<file path="src/rtl/core/stwc_pkg.sv">
package stwc_pkg;

	localparam int MAX_TRAIL_DEF   = 32;
	localparam int MAX_DECAY_DEF   = 63;
	localparam int SAMPLE_BITS_DEF = 24;
	localparam int INDEX_BITS_DEF  = 20;

	localparam int REG_IDX_BITS = 3;

	localparam logic [REG_IDX_BITS-1:0] REG_THRESHOLD = 3'd0;
	localparam logic [REG_IDX_BITS-1:0] REG_TRAIL     = 3'd1;
	localparam logic [REG_IDX_BITS-1:0] REG_DECAY     = 3'd2;
	localparam logic [REG_IDX_BITS-1:0] REG_START     = 3'd3;
	localparam logic [REG_IDX_BITS-1:0] REG_LENGTH    = 3'd4;

	localparam int RST_THRESHOLD = 10000;
	localparam int RST_TRAIL     = 5;
	localparam int RST_DECAY     = 20;
	localparam int RST_START     = 0;

	typedef enum logic [1:0] {
		ST_RUN   = 2'b01,
		ST_BURST = 2'b10
	} ctrl_state_t;

	typedef enum logic [2:0] {
		PH_SEARCH  = 3'b001,
		PH_CAPTURE = 3'b010,
		PH_DONE    = 3'b100
	} phase_t;

endpackage

</file>
<file path="src/rtl/core/slope_trigger_window_capture.sv">
// Slope-triggered window capture. Each accepted item is one signed sample, with
// tuser set on the first sample of a record. While searching, a sample whose
// first difference exceeds the threshold, at or after search_start plus
// trail_count and with its window clear of the record's last sample, triggers: the block
// then sends the trail_count samples before it, the trigger sample itself and,
// one per following item, the rest of decay_count samples; tlast marks the
// final result of the record, and a record that reaches its length without a
// trigger ends in a single not-found result. Ordinary samples are taken at one
// per clock cycle while the output is free. At a trigger the buffered samples
// are read out of the shift chain of trail cells one per cycle while the output
// is free, and the input waits until the last is sent. No clearing pass follows reset.
module slope_trigger_window_capture
	#(
	parameter int MAX_TRAIL   = stwc_pkg::MAX_TRAIL_DEF,
	parameter int MAX_DECAY   = stwc_pkg::MAX_DECAY_DEF,
	parameter int SAMPLE_BITS = stwc_pkg::SAMPLE_BITS_DEF,
	parameter int INDEX_BITS  = stwc_pkg::INDEX_BITS_DEF,
	localparam int THR_BITS   = SAMPLE_BITS + 1,
	localparam int APB_W      = (THR_BITS > 32) ? 64 : 32,
	localparam int ADDR_LSB   = (APB_W == 64) ? 3 : 2,
	localparam int ADDR_BITS  = ADDR_LSB + stwc_pkg::REG_IDX_BITS,
	localparam int OFF_BITS   = $clog2(MAX_TRAIL + MAX_DECAY),
	localparam int IN_BITS    = ((SAMPLE_BITS + 7) / 8) * 8,
	localparam int OUT_BITS   = ((SAMPLE_BITS + OFF_BITS + INDEX_BITS + 7) / 8) * 8
) (
	input  logic                 clk,
	input  logic                 arst_n,
	input  logic                 psel,
	input  logic                 penable,
	input  logic                 pwrite,
	input  logic [ADDR_BITS-1:0] paddr,
	input  logic [APB_W-1:0]     pwdata,
	output logic [APB_W-1:0]     prdata,
	output logic                 pready,
	input  logic                 s_axis_tvalid,
	output logic                 s_axis_tready,
	input  logic [IN_BITS-1:0]   s_axis_tdata,  // sample
	input  logic                 s_axis_tuser,  // first
	output logic                 m_axis_tvalid,
	input  logic                 m_axis_tready,
	output logic [OUT_BITS-1:0]  m_axis_tdata,  // window_sample, window_offset, spike_position
	output logic                 m_axis_tuser,  // found
	output logic                 m_axis_tlast
);

	import stwc_pkg::*;

	localparam int SB         = SAMPLE_BITS;
	localparam int IB         = INDEX_BITS;
	localparam int CB         = INDEX_BITS + 1;
	localparam int TRL_BITS   = $clog2(MAX_TRAIL + 1);
	localparam int DEC_BITS   = $clog2(MAX_DECAY + 1);
	localparam int CHAIN_LEN  = MAX_TRAIL + 1;

	// Configuration registers
	logic [THR_BITS-1:0] thr_q;
	logic [TRL_BITS-1:0] trail_q;
	logic [DEC_BITS-1:0] decay_q;
	logic [IB-1:0]       start_q;
	logic [CB-1:0]       len_q;

	logic [REG_IDX_BITS-1:0] reg_idx;
	logic                    cfg_wr;

	assign reg_idx = paddr[ADDR_BITS-1:ADDR_LSB];
	assign cfg_wr  = psel & penable & pwrite & pready;
	assign pready  = 1'b1;

	always_ff @(posedge clk or negedge arst_n) begin
		if (!arst_n) begin
			thr_q   <= THR_BITS'(RST_THRESHOLD);
			trail_q <= TRL_BITS'(RST_TRAIL);
			decay_q <= DEC_BITS'(RST_DECAY);
			start_q <= IB'(RST_START);
			len_q   <= CB'(1) << IB;
		end else if (cfg_wr) begin
			unique case (reg_idx)
				REG_THRESHOLD: thr_q   <= THR_BITS'(pwdata);
				REG_TRAIL:     trail_q <= pwdata[TRL_BITS-1:0];
				REG_DECAY:     decay_q <= pwdata[DEC_BITS-1:0];
				REG_START:     start_q <= pwdata[IB-1:0];
				REG_LENGTH:    len_q   <= pwdata[CB-1:0];
				default: begin
				end
			endcase
		end
	end

	always_comb begin
		unique case (reg_idx)
			REG_THRESHOLD: prdata = APB_W'(thr_q);
			REG_TRAIL:     prdata = APB_W'(trail_q);
			REG_DECAY:     prdata = APB_W'(decay_q);
			REG_START:     prdata = APB_W'(start_q);
			REG_LENGTH:    prdata = APB_W'(len_q);
			default:       prdata = '0;
		endcase
	end

	// Effective settings
	logic [TRL_BITS-1:0] t_eff;
	logic [DEC_BITS-1:0] d_eff;
	logic [CB-1:0]       len_eff;

	assign t_eff   = (trail_q > TRL_BITS'(MAX_TRAIL)) ? TRL_BITS'(MAX_TRAIL) : trail_q;
	assign d_eff   = (decay_q == '0) ? DEC_BITS'(1) :
	                 (decay_q > DEC_BITS'(MAX_DECAY)) ? DEC_BITS'(MAX_DECAY) : decay_q;
	assign len_eff = (len_q == '0) ? CB'(1) : len_q;

	// Control state
	ctrl_state_t         state_q;
	phase_t              phase_q;
	logic [CB-1:0]       idx_q;
	logic [SB-1:0]       prev_q;
	logic [DEC_BITS-1:0] decay_left_q;
	logic [TRL_BITS-1:0] rd_q;
	logic                out_valid_q;

	logic [IB-1:0]       trig_pos_q;
	logic                burst_last_q;
	logic [OFF_BITS-1:0] off_cnt_q;

	logic [SB-1:0]       out_sample_q;
	logic [OFF_BITS-1:0] out_off_q;
	logic [IB-1:0]       out_pos_q;
	logic                out_found_q;
	logic                out_last_q;

	logic          out_free;
	logic          in_acc;
	logic          first_in;
	logic [SB-1:0] sample_in;
	logic [CB-1:0] idx_e;
	logic [SB-1:0] prev_e;
	phase_t        phase_e;

	logic [THR_BITS-1:0] diff;
	logic                diff_gt;
	logic                start_ok;
	logic                fit_ok;
	logic                end_hit;
	logic                trig;
	logic                not_found;
	logic                cap;
	logic                burst_emit;
	logic [SB-1:0]       chain_out;

	assign out_free      = !out_valid_q || m_axis_tready;
	assign s_axis_tready = (state_q == ST_RUN) && out_free;
	assign in_acc        = s_axis_tvalid && s_axis_tready;
	assign first_in      = s_axis_tuser;
	assign sample_in     = s_axis_tdata[SB-1:0];

	assign idx_e   = first_in ? '0 : idx_q;
	assign prev_e  = first_in ? '0 : prev_q;
	assign phase_e = first_in ? PH_SEARCH : phase_q;

	assign diff     = {sample_in[SB-1], sample_in} - {prev_e[SB-1], prev_e};
	assign diff_gt  = $signed(diff) > $signed(thr_q);
	assign start_ok = idx_e >= (CB'(start_q) + CB'(t_eff));
	assign fit_ok   = ((CB+1)'(idx_e) + (CB+1)'(d_eff)) < (CB+1)'(len_eff);
	assign end_hit  = ((CB+1)'(idx_e) + (CB+1)'(1)) >= (CB+1)'(len_eff);

	assign trig       = (phase_e == PH_SEARCH) && start_ok && fit_ok && diff_gt;
	assign not_found  = (phase_e == PH_SEARCH) && !trig && end_hit;
	assign cap        = (phase_e == PH_CAPTURE);
	assign burst_emit = (state_q == ST_BURST) && out_free;

	stwc_chain #(
		.W        (SB),
		.DEPTH    (CHAIN_LEN),
		.IDX_BITS (TRL_BITS)
	) u_chain (
		.clk    (clk),
		.shift  (in_acc),
		.din    (sample_in),
		.rd_idx (rd_q),
		.dout   (chain_out)
	);

	always_ff @(posedge clk or negedge arst_n) begin
		if (!arst_n) begin
			state_q      <= ST_RUN;
			phase_q      <= PH_SEARCH;
			idx_q        <= '0;
			prev_q       <= '0;
			decay_left_q <= '0;
			rd_q         <= '0;
			out_valid_q  <= 1'b0;
		end else begin
			if (burst_emit || (in_acc && (cap || not_found))) begin
				out_valid_q <= 1'b1;
			end else if (m_axis_tready) begin
				out_valid_q <= 1'b0;
			end

			if (burst_emit) begin
				if (rd_q == '0) begin
					state_q <= ST_RUN;
				end else begin
					rd_q <= rd_q - TRL_BITS'(1);
				end
			end

			if (in_acc) begin
				prev_q       <= sample_in;
				idx_q        <= (idx_e == '1) ? idx_e : idx_e + CB'(1);
				phase_q      <= phase_e;
				decay_left_q <= first_in ? '0 : decay_left_q;
				if (trig) begin
					state_q      <= ST_BURST;
					rd_q         <= t_eff;
					decay_left_q <= d_eff - DEC_BITS'(1);
					phase_q      <= (d_eff == DEC_BITS'(1)) ? PH_DONE : PH_CAPTURE;
				end else if (not_found) begin
					phase_q <= PH_DONE;
				end else if (cap) begin
					decay_left_q <= decay_left_q - DEC_BITS'(1);
					if (decay_left_q == DEC_BITS'(1)) begin
						phase_q <= PH_DONE;
					end
				end
			end
		end
	end

	always_ff @(posedge clk) begin
		if (in_acc && trig) begin
			trig_pos_q   <= idx_e[IB-1:0];
			burst_last_q <= (d_eff == DEC_BITS'(1));
			off_cnt_q    <= '0;
		end else if (burst_emit || (in_acc && cap)) begin
			off_cnt_q <= off_cnt_q + OFF_BITS'(1);
		end

		if (burst_emit) begin
			out_sample_q <= chain_out;
			out_off_q    <= off_cnt_q;
			out_pos_q    <= trig_pos_q;
			out_found_q  <= 1'b1;
			out_last_q   <= (rd_q == '0) && burst_last_q;
		end else if (in_acc && cap) begin
			out_sample_q <= sample_in;
			out_off_q    <= off_cnt_q;
			out_pos_q    <= trig_pos_q;
			out_found_q  <= 1'b1;
			out_last_q   <= (decay_left_q == DEC_BITS'(1));
		end else if (in_acc && not_found) begin
			out_sample_q <= '0;
			out_off_q    <= '0;
			out_pos_q    <= '0;
			out_found_q  <= 1'b0;
			out_last_q   <= 1'b1;
		end
	end

	assign m_axis_tvalid = out_valid_q;
	assign m_axis_tdata  = OUT_BITS'({out_pos_q, out_off_q, out_sample_q});
	assign m_axis_tuser  = out_found_q;
	assign m_axis_tlast  = out_last_q;

endmodule

</file>
<file path="src/rtl/core/stwc_cell.sv">
module stwc_cell #(
	parameter int W = 24
) (
	input  logic         clk,
	input  logic         shift,
	input  logic [W-1:0] d,
	output logic [W-1:0] q
);

	logic [W-1:0] data_q;

	always_ff @(posedge clk) begin
		if (shift) begin
			data_q <= d;
		end
	end

	assign q = data_q;

endmodule

</file>
<file path="src/rtl/core/stwc_chain.sv">
module stwc_chain #(
	parameter int W        = 24,
	parameter int DEPTH    = 33,
	parameter int IDX_BITS = 6
) (
	input  logic                clk,
	input  logic                shift,
	input  logic [W-1:0]        din,
	input  logic [IDX_BITS-1:0] rd_idx,
	output logic [W-1:0]        dout
);

	// Cell 0 holds the newest sample; each shift moves every sample one cell on.
	logic [W-1:0] tap [DEPTH];

	genvar i;
	generate
		for (i = 0; i < DEPTH; i++) begin : g_cell
			if (i == 0) begin : g_head
				stwc_cell #(.W(W)) u_cell (
					.clk   (clk),
					.shift (shift),
					.d     (din),
					.q     (tap[i])
				);
			end else begin : g_body
				stwc_cell #(.W(W)) u_cell (
					.clk   (clk),
					.shift (shift),
					.d     (tap[i-1]),
					.q     (tap[i])
				);
			end
		end
	endgenerate

	always_comb begin
		dout = '0;
		for (int k = 0; k < DEPTH; k++) begin
			if (rd_idx == IDX_BITS'(k)) begin
				dout = tap[k];
			end
		end
	end

endmodule

</file>
<file path="config.mk">
export PLATFORM = sky130hd
export DESIGN_NAME = slope_trigger_window_capture
export DESIGN_NICKNAME = d
export VERILOG_FILES = /design/src/rtl/core/stwc_pkg.sv /design/src/rtl/core/slope_trigger_window_capture.sv /design/src/rtl/core/stwc_cell.sv /design/src/rtl/core/stwc_chain.sv
export SDC_FILE = /design/constraint.sdc
export NUM_CORES = 1
export LEC_CHECK = 0
export BUFFER_PORTS_ARGS = -buffer_cell sky130_fd_sc_hd__buf_2
export CAP_MARGIN = 20
export CORE_ASPECT_RATIO = 1.75
export CORE_MARGIN = 2
export CORE_UTILIZATION = 60
export DETAILED_ROUTE_END_ITERATION = 8
export GPL_ROUTABILITY_DRIVEN = 0
export GPL_TIMING_DRIVEN = 0
export PLACE_DENSITY = 0.85
export SYNTH_ARGS = -nofsm -noshare
export SYNTH_HDL_FRONTEND = slang
export SYNTH_SLANG_ARGS = --single-unit
</file>
<file path="constraint.sdc">
create_clock -name clk -period 27.7 [get_ports clk]
set_input_delay 4.155 -clock clk [delete_from_list [all_inputs] [get_ports clk]]
set_output_delay 4.155 -clock clk [all_outputs]
set_load 0.1 [all_outputs]
</file>
Yosys cells after proc, flatten, opt, wreduce, memory -nomap -nowiden
Index checks and enable logic that the tools add are counted.

operators by class
  bitwise operators = 2
  add/subtract/negate cells = 9
  reduce and logical (&&, ||, !) cells = 31
  eq/ne operators = 43
  order comparisons = 6
  mux-type cells = 73

operators by type and width
  operator                                                            count
  24-bit 2-to-1 mux                                                   37
  25-bit case mux with 5 select lines                                 1
  6-bit by 5-bit == test with 1-bit output, second input constant     16
  6-bit 2-to-1 mux                                                    11
  21-bit 2-to-1 mux                                                   3
  20-bit 2-to-1 mux                                                   3
  6-bit by 4-bit == test with 1-bit output, second input constant     8
  25-bit greater-than comparator                                      1
  24-bit by 24-bit subtractor with 25-bit output                      1
  6-bit by 3-bit == test with 1-bit output, second input constant     4
  21-bit by 1-bit adder with 22-bit output, second input constant     1
  21-bit by 6-bit adder with 22-bit output                            1
  22-bit by 21-bit greater-or-equal comparator with 1-bit output      1
  22-bit by 21-bit < comparator with 1-bit output                     1
  20-bit by 6-bit adder with 21-bit output                            1
  21-bit by 1-bit adder with 21-bit output, second input constant     1
  21-bit == test, second input constant                               1
  21-bit greater-or-equal comparator                                  1
  21-bit logical NOT                                                  1
  7-bit 2-to-1 mux                                                    3
  6-bit by 1-bit == test with 1-bit output, second input constant     3
  3-bit 2-to-1 mux                                                    6
  6-bit by 1-bit subtractor with 6-bit output, second input constant  3
  1-bit logical AND                                                   13
  20 further kinds                                                    42

word-level totals
  input bits = 69
  logic and storage cells = 217
  output and inout bits = 93
  register bits after elaboration = 1014

Logic depth before layout (Yosys ltp)
  word-level depth = 35
  mapped depth = 27
  gate-level depth less buffers = 22

Modules after synthesis
Synthesis repeated with hierarchy kept, for this count alone.

second synthesis, totals
  cell total of the unflattened synthesis = 3541
  area, all modules = 46265.6 um^2

modules (own cells, without submodules)
  module                        area each (um^2)  cells an instance  times used  sequential area each (um^2)
  stwc_cell                     720.7             24                 33          720.7
  slope_trigger_window_capture  14208.6           1465               1           5895.7
  stwc_chain                    8274.2            1284               1           0.0

Worst setup path before layout
Ideal clock, no wire load.

  path type = input-to-reg
  from = input port m_axis_tready
  to = register u_chain.g_cell[0].g_head.u_cell.data_q[0], enable pin
  stages = 5
  buffers on the path = 1
  arrival time = 28.569 ns
  setup slack = -2.333 ns
  required time = 26.236 ns
  path through = nor2b_1 > nor3b_1 > nand2_1 > clkinv_1 > clkbuf_1

between the ends
  longest elaborated chain between the ends = 3

RTL lines
  what                     RTL line                             text
  start: declaration       slope_trigger_window_capture.sv:40   input logic m_axis_tready,
  1-bit logical OR         slope_trigger_window_capture.sv:148  assign out_free = !out_valid_q || m_axis_tready;
  1-bit logical AND        slope_trigger_window_capture.sv:149  assign s_axis_tready = (state_q == ST_RUN) && out_free;
  named net s_axis_tready  slope_trigger_window_capture.sv:36   output logic s_axis_tready,
  1-bit logical AND        slope_trigger_window_capture.sv:150  assign in_acc = s_axis_tvalid && s_axis_tready;
  named net in_acc         slope_trigger_window_capture.sv:130  logic in_acc;
  end signal: assignment   stwc_cell.sv:14                      data_q <= d;
  end: declaration         stwc_cell.sv:10                      logic [W-1:0] data_q;

The timed path passes the listed nets, and every way through them passes these cells.
A chain may end at the register's enable or synchronous reset.

Worst setup path after layout
  from = input port s_axis_tuser
  to = register out_sample_q[3], enable pin

between the ends
  longest elaborated chain between the ends = 10

RTL lines
  what                                                                                         RTL line                                                                  text
  start: declaration                                                                           slope_trigger_window_capture.sv:38                                        input logic s_axis_tuser,
  21-bit 2-to-1 mux / 3-bit 2-to-1 mux (equally long branches)                                 slope_trigger_window_capture.sv:154, slope_trigger_window_capture.sv:156
  21-bit by 6-bit adder with 22-bit output, or another cell as far along                       slope_trigger_window_capture.sv:161                                       assign fit_ok = ((CB+1)'(idx_e) + (CB+1)'(d_eff)) < (CB+1)'(len_eff);
  22-bit by 21-bit < comparator with 1-bit output / 1-bit logical AND (equally long branches)  slope_trigger_window_capture.sv:161, slope_trigger_window_capture.sv:164
  1-bit logical AND (2 in a row)                                                               slope_trigger_window_capture.sv:164                                       assign trig = (phase_e == PH_SEARCH) && start_ok && fit_ok && diff_gt;
  1-bit logical NOT                                                                            slope_trigger_window_capture.sv:165                                       assign not_found = (phase_e == PH_SEARCH) && !trig && end_hit;
  1-bit logical AND (2 in a row)                                                               slope_trigger_window_capture.sv:165
  1-bit logical AND                                                                            slope_trigger_window_capture.sv:248                                       end else if (in_acc && not_found) begin
  3-bit nonzero test (no line) (*)                                                             -
  end signal: assignment                                                                       slope_trigger_window_capture.sv:237                                       out_sample_q <= chain_out;
  end signal: assignment                                                                       slope_trigger_window_capture.sv:243                                       out_sample_q <= sample_in;
  end: declaration                                                                             slope_trigger_window_capture.sv:123                                       logic [SB-1:0] out_sample_q;

Mark *: on every way between the ends. The rest lies on a longest branch, timed or not.

==> impl_results.md <==
- Element type at the critical path start: primary input
- 1st-iter DRT viols: 4541
- Port Buffer Count: between 100 and 150
- FFs w/ async S/R, synth: 0.1391
- Post-synth EDFFs: 865
- Leak: between 0.015 and 0.02 uW
- Post-CTS setup buffer count: 0
- Crit path largest cell delay: approximately 0.78 ns
- Clk sinks: 1014
- Min-Delay Path Depth: 0
- Final setup violation count: 0
- Max_slew headroom: 0.1067
- Die width: approximately 210 um
- Remaining DRCs: 0
- Clock power share: 0.385
- Pins Over Slew Limit: 0
- Initial Util: 0.6026
- Power per cell area: 63.44 nW/um^2
- Synth cell types: 92
- WHS: approximately 0.44 ns
- Core area: 73660 um^2
- Hold EP: u_chain.g_cell[23].g_body.u_cell.q[18]$_DFFE_PP_
- Net Sw Frac: 0.2401
- Internal: 2380 uW
- Post-Synthesis Cells: 3311
- CP most frequent cell: clkbuf_1
- 1st-pass router iterations: 7
- Cell taking the most area after synthesis: edfxtp_1
- Final net count: 3775
- Sequential group share of total power: 0.540
- Std-Cell Rows: 132
- Crit-path leading delay family: buffers and inverters
- Total negative slack: 0 ns
- Die area: around 76000 um^2
- Global-route wire length before repair: 192400 um
- Routed via count: 31630
- Period minus WS final: 11.46 ns
- Fmax: 87.26 MHz
- CTS Hold Buffers Added: 0
- Critical Path Fanout Max: 34
- Reg2reg path depth: 21
- RSZ-0062 raised after global routing: no
- Worst Tran Pin Value: 1.340 ns
- Buf/Inv on CP: 6
- Routed len/inst: 28.88 um
- Post-CTS resize count: 0
- Hold Crit Class: reg -> reg
- DP HPWL: roughly 95000 um
- Max-Cap Viols: 0
- Area Growth Syn to Fin: 11.24%
- CTS max path bufs: 3
- Top_reg_cell synth: edfxtp_1
- Share of layout cells above drive strength 1: 0.1258
- Grt total ovfl: 0
- Routed wire length: 132400 um
- Worst hold path startpoint: u_chain.g_cell[22].g_body.u_cell.q[18]$_DFFE_PP_
- Worst IR Drop VDD: roughly 0.00006 V
- Area contributors post-synth: edfxtp_1 (59%), dfrtp_1 (7.3%), ha_1 (3.8%), nand2_1 (2.3%), o21ai_0 (2.2%)
- Final hold violations: 0
- Mapped Area: 44390 um^2
- RR Endpoint: out_sample_q[3]$_DFFE_PP_
- Post-synthesis sequential area ratio: 0.6687
- Via-to-Cell Ratio: 6.897
- Slowest CP cell: o21ai_0
- Psw: 752.3 uW
- Top cell type's share of synthesized area: 0.5852
- Root Driver: clkbuf_16
- Yosys reg bits: around 1000
- Clock skew: about 0.037 ns
- Count of yosys warnings during synthesis: 0
- Power Total: 3133 uW
- R2r setup slk: about 21 ns
- GRT Total Usage: 0.3443
- I/O pin count: 162
- Number of global-route vias before repair: 31160
- Crit path capture type: flop
- Post-DRT Antenna Nets: 0
- TritonCTS Buffers: 87
- Worst-path clk slew: 0.07 ns
- CTS tree: built
- Req. time, crit path: 28.12 ns
- # H-tree levels: 3
- Worst-Skew Late Latency: between 0.6 and 0.7 ns
- Worst r2r src: prev_q[0]$_DFFE_PN0P_
- Worst path arrival time: between 10 and 15 ns
- Height of the die: between 300 and 400 um
- Logic gate share of total power: 0.074
- Maximum number of pins on one net before global-route repair: between 100 and 150
- CP Class: in -> reg
- Tcrit/Tclk final: 0.4137
- Status: finished clean
- Initial antenna violation count: 10
- Syn Area/Cell: 13.41 um^2
- Critical-path cell list: buf_2, clkbuf_1, clkbuf_1, clkbuf_1, clkbuf_1, nand2b_1, ha_1, a21oi_1, o21ai_0, o21ai_0, a21oi_1, a2111oi_0, xnor2_1, ha_1, nand4_1, nor3_1, nand4_1, o21ai_0, o31ai_1, nor4_2, nor2_1, or2_2, buf_12
-- metrics by stage --
step	util	setup slack, ns	area [um^2]	instances
2_1_floorplan	-	9.750	44430	3322
3_3_place_gp	0.6284	8.779	46290	4398
3_5_place_dp	0.6326	15.97	46600	4413
4_1_cts	0.6695	16.63	49320	4574
5_1_grt	0.6702	15.78	49360	4582
6_report	0.6703	16.24	49370	4586
-- placed cells by master (no fill, tap or decap), types with 39 or more instances in the layout --
| cell type | netlist | layout |
|---|---|---|
| o21ai_0 | 191 | 191 |
| nor2_1 | 231 | 231 |
| inv_1 | 77 | 77 |
| nor3_1 | 68 | 66 |
| a22oi_1 | 57 | 57 |
| a221oi_1 | 71 | 71 |
| buf_2 | 27 | 169 |
| xnor2_1 | 49 | 49 |
| nand3_1 | 65 | 65 |
| ha_1 | 134 | 134 |
| nor2b_1 | 42 | 42 |
| dfrtp_1 | 129 | 129 |
| clkbuf_1 | 99 | 117 |
| o221ai_1 | 39 | 39 |
| nand2_1 | 274 | 274 |
| clkbuf_16 | 0 | 90 |
| o22ai_1 | 77 | 77 |
| a21oi_1 | 126 | 126 |
| edfxtp_1 | 865 | 865 |
| nand2b_1 | 40 | 40 |
| mux2_2 | 74 | 74 |
-- state kept, by name, summed over array words and instances (netlist names), 2 cells and up --
| register | cells |
|---|---|
| out_sample_q | 24 |
| decay_left_q | 6 |
| state_q | 2 |
| u_chain.g_cell.g_head.u_cell.q | 24 |
| trail_q | 6 |
| out_pos_q | 20 |
| rd_q | 6 |
| start_q | 20 |
| u_chain.g_cell.g_body.u_cell.q | 768 |
| idx_q | 21 |
| decay_q | 6 |
| len_q | 21 |
| prev_q | 24 |
| trig_pos_q | 20 |
| thr_q | 25 |
| out_off_q | 7 |
| off_cnt_q | 7 |
| phase_q | 3 |
-- worst max-delay path by stage --
stage                  startpoint                                          endpoint  cells after the start
floorplan           m_axis_tready    u_chain.g_cell[0].g_head.u_cell.q[0]$_DFFE_PP_                      5
global placement    m_axis_tready  u_chain.g_cell[30].g_body.u_cell.q[13]$_DFFE_PP_                      6
detailed placement   s_axis_tuser                         out_sample_q[3]$_DFFE_PP_                     23
CTS                  s_axis_tuser                         out_sample_q[3]$_DFFE_PP_                     24
global route         s_axis_tuser                         out_sample_q[9]$_DFFE_PP_                     25
finish               s_axis_tuser                         out_sample_q[3]$_DFFE_PP_                     23
-- kinds of logic (layout without fill, tap and decap cells) --
family | count (synthesis) | count (layout) | synth area share
flip-flops | 1014 | 1014 | 0.6687
AND/OR/NAND/NOR | 897 | 897 | 0.09703
AO/OA/AOI/OAI | 854 | 854 | 0.1333
buffers and inverters | 231 | 550 | 0.02224
adder cells (fa/ha/maj) | 137 | 137 | 0.03913
multiplexers | 94 | 94 | 0.02331
XOR/XNOR | 82 | 82 | 0.01618
other | 2 | 20 | 0.0001692
-- cell type report --
class / instances / area, um^2
Antenna cell: 7 / 17.52
Buffer: 153 / 704.4
Clock buffer: 113 / 2379
Clock inverter: 48 / 339.1
Fill cell: 4946 / 24290
Inverter: 78 / 292.8
Multi-Input combinational cell: 2077 / 13780
Sequential cell: 1014 / 29680
Tap cell: 938 / 1174
Timing Repair Buffer: 158 / 1015
-- power by group through the flow --
stage | Sequential, uW | Clock, uW | Combinational (uW)
2_1_floorplan | 1710 | 0 | 165
3_3_place_gp | 1720 | 0 | 219
3_5_place_dp | 1720 | 0 | 226
4_1_cts | 1690 | 1200 | 228
5_1_grt | 1690 | 1260 | 253
6_report | 1690 | 1210 | 233
-- Yosys cell counts (26+ instances only) --
master,count
xnor2_1,49
and2_1,37
nor2_1,231
nand4_1,30
inv_1,77
mux2_2,74
nand2_1,274
ha_1,134
xor2_1,33
a221oi_1,71
o22ai_1,77
a21oi_1,126
o21ai_0,191
o221ai_1,39
buf_2,27
nand2b_1,40
nor2b_1,42
a222oi_1,26
edfxtp_1,865
dfrtp_1,129
nor3_1,68
a211oi_1,33
a21o_1,37
clkbuf_1,99
nand3_1,65
a22oi_1,57
-- metal layers --
metal,GRT usage,wire [um],vias to the layer above
li1,-,-,13390
met1,0.3565,40650,15320
met2,0.5887,65120,2276
met3,0.07994,12860,641
met4,0.2959,13760,8
met5,0,54,-
Note: power is estimated with default switching activity, not from simulation.
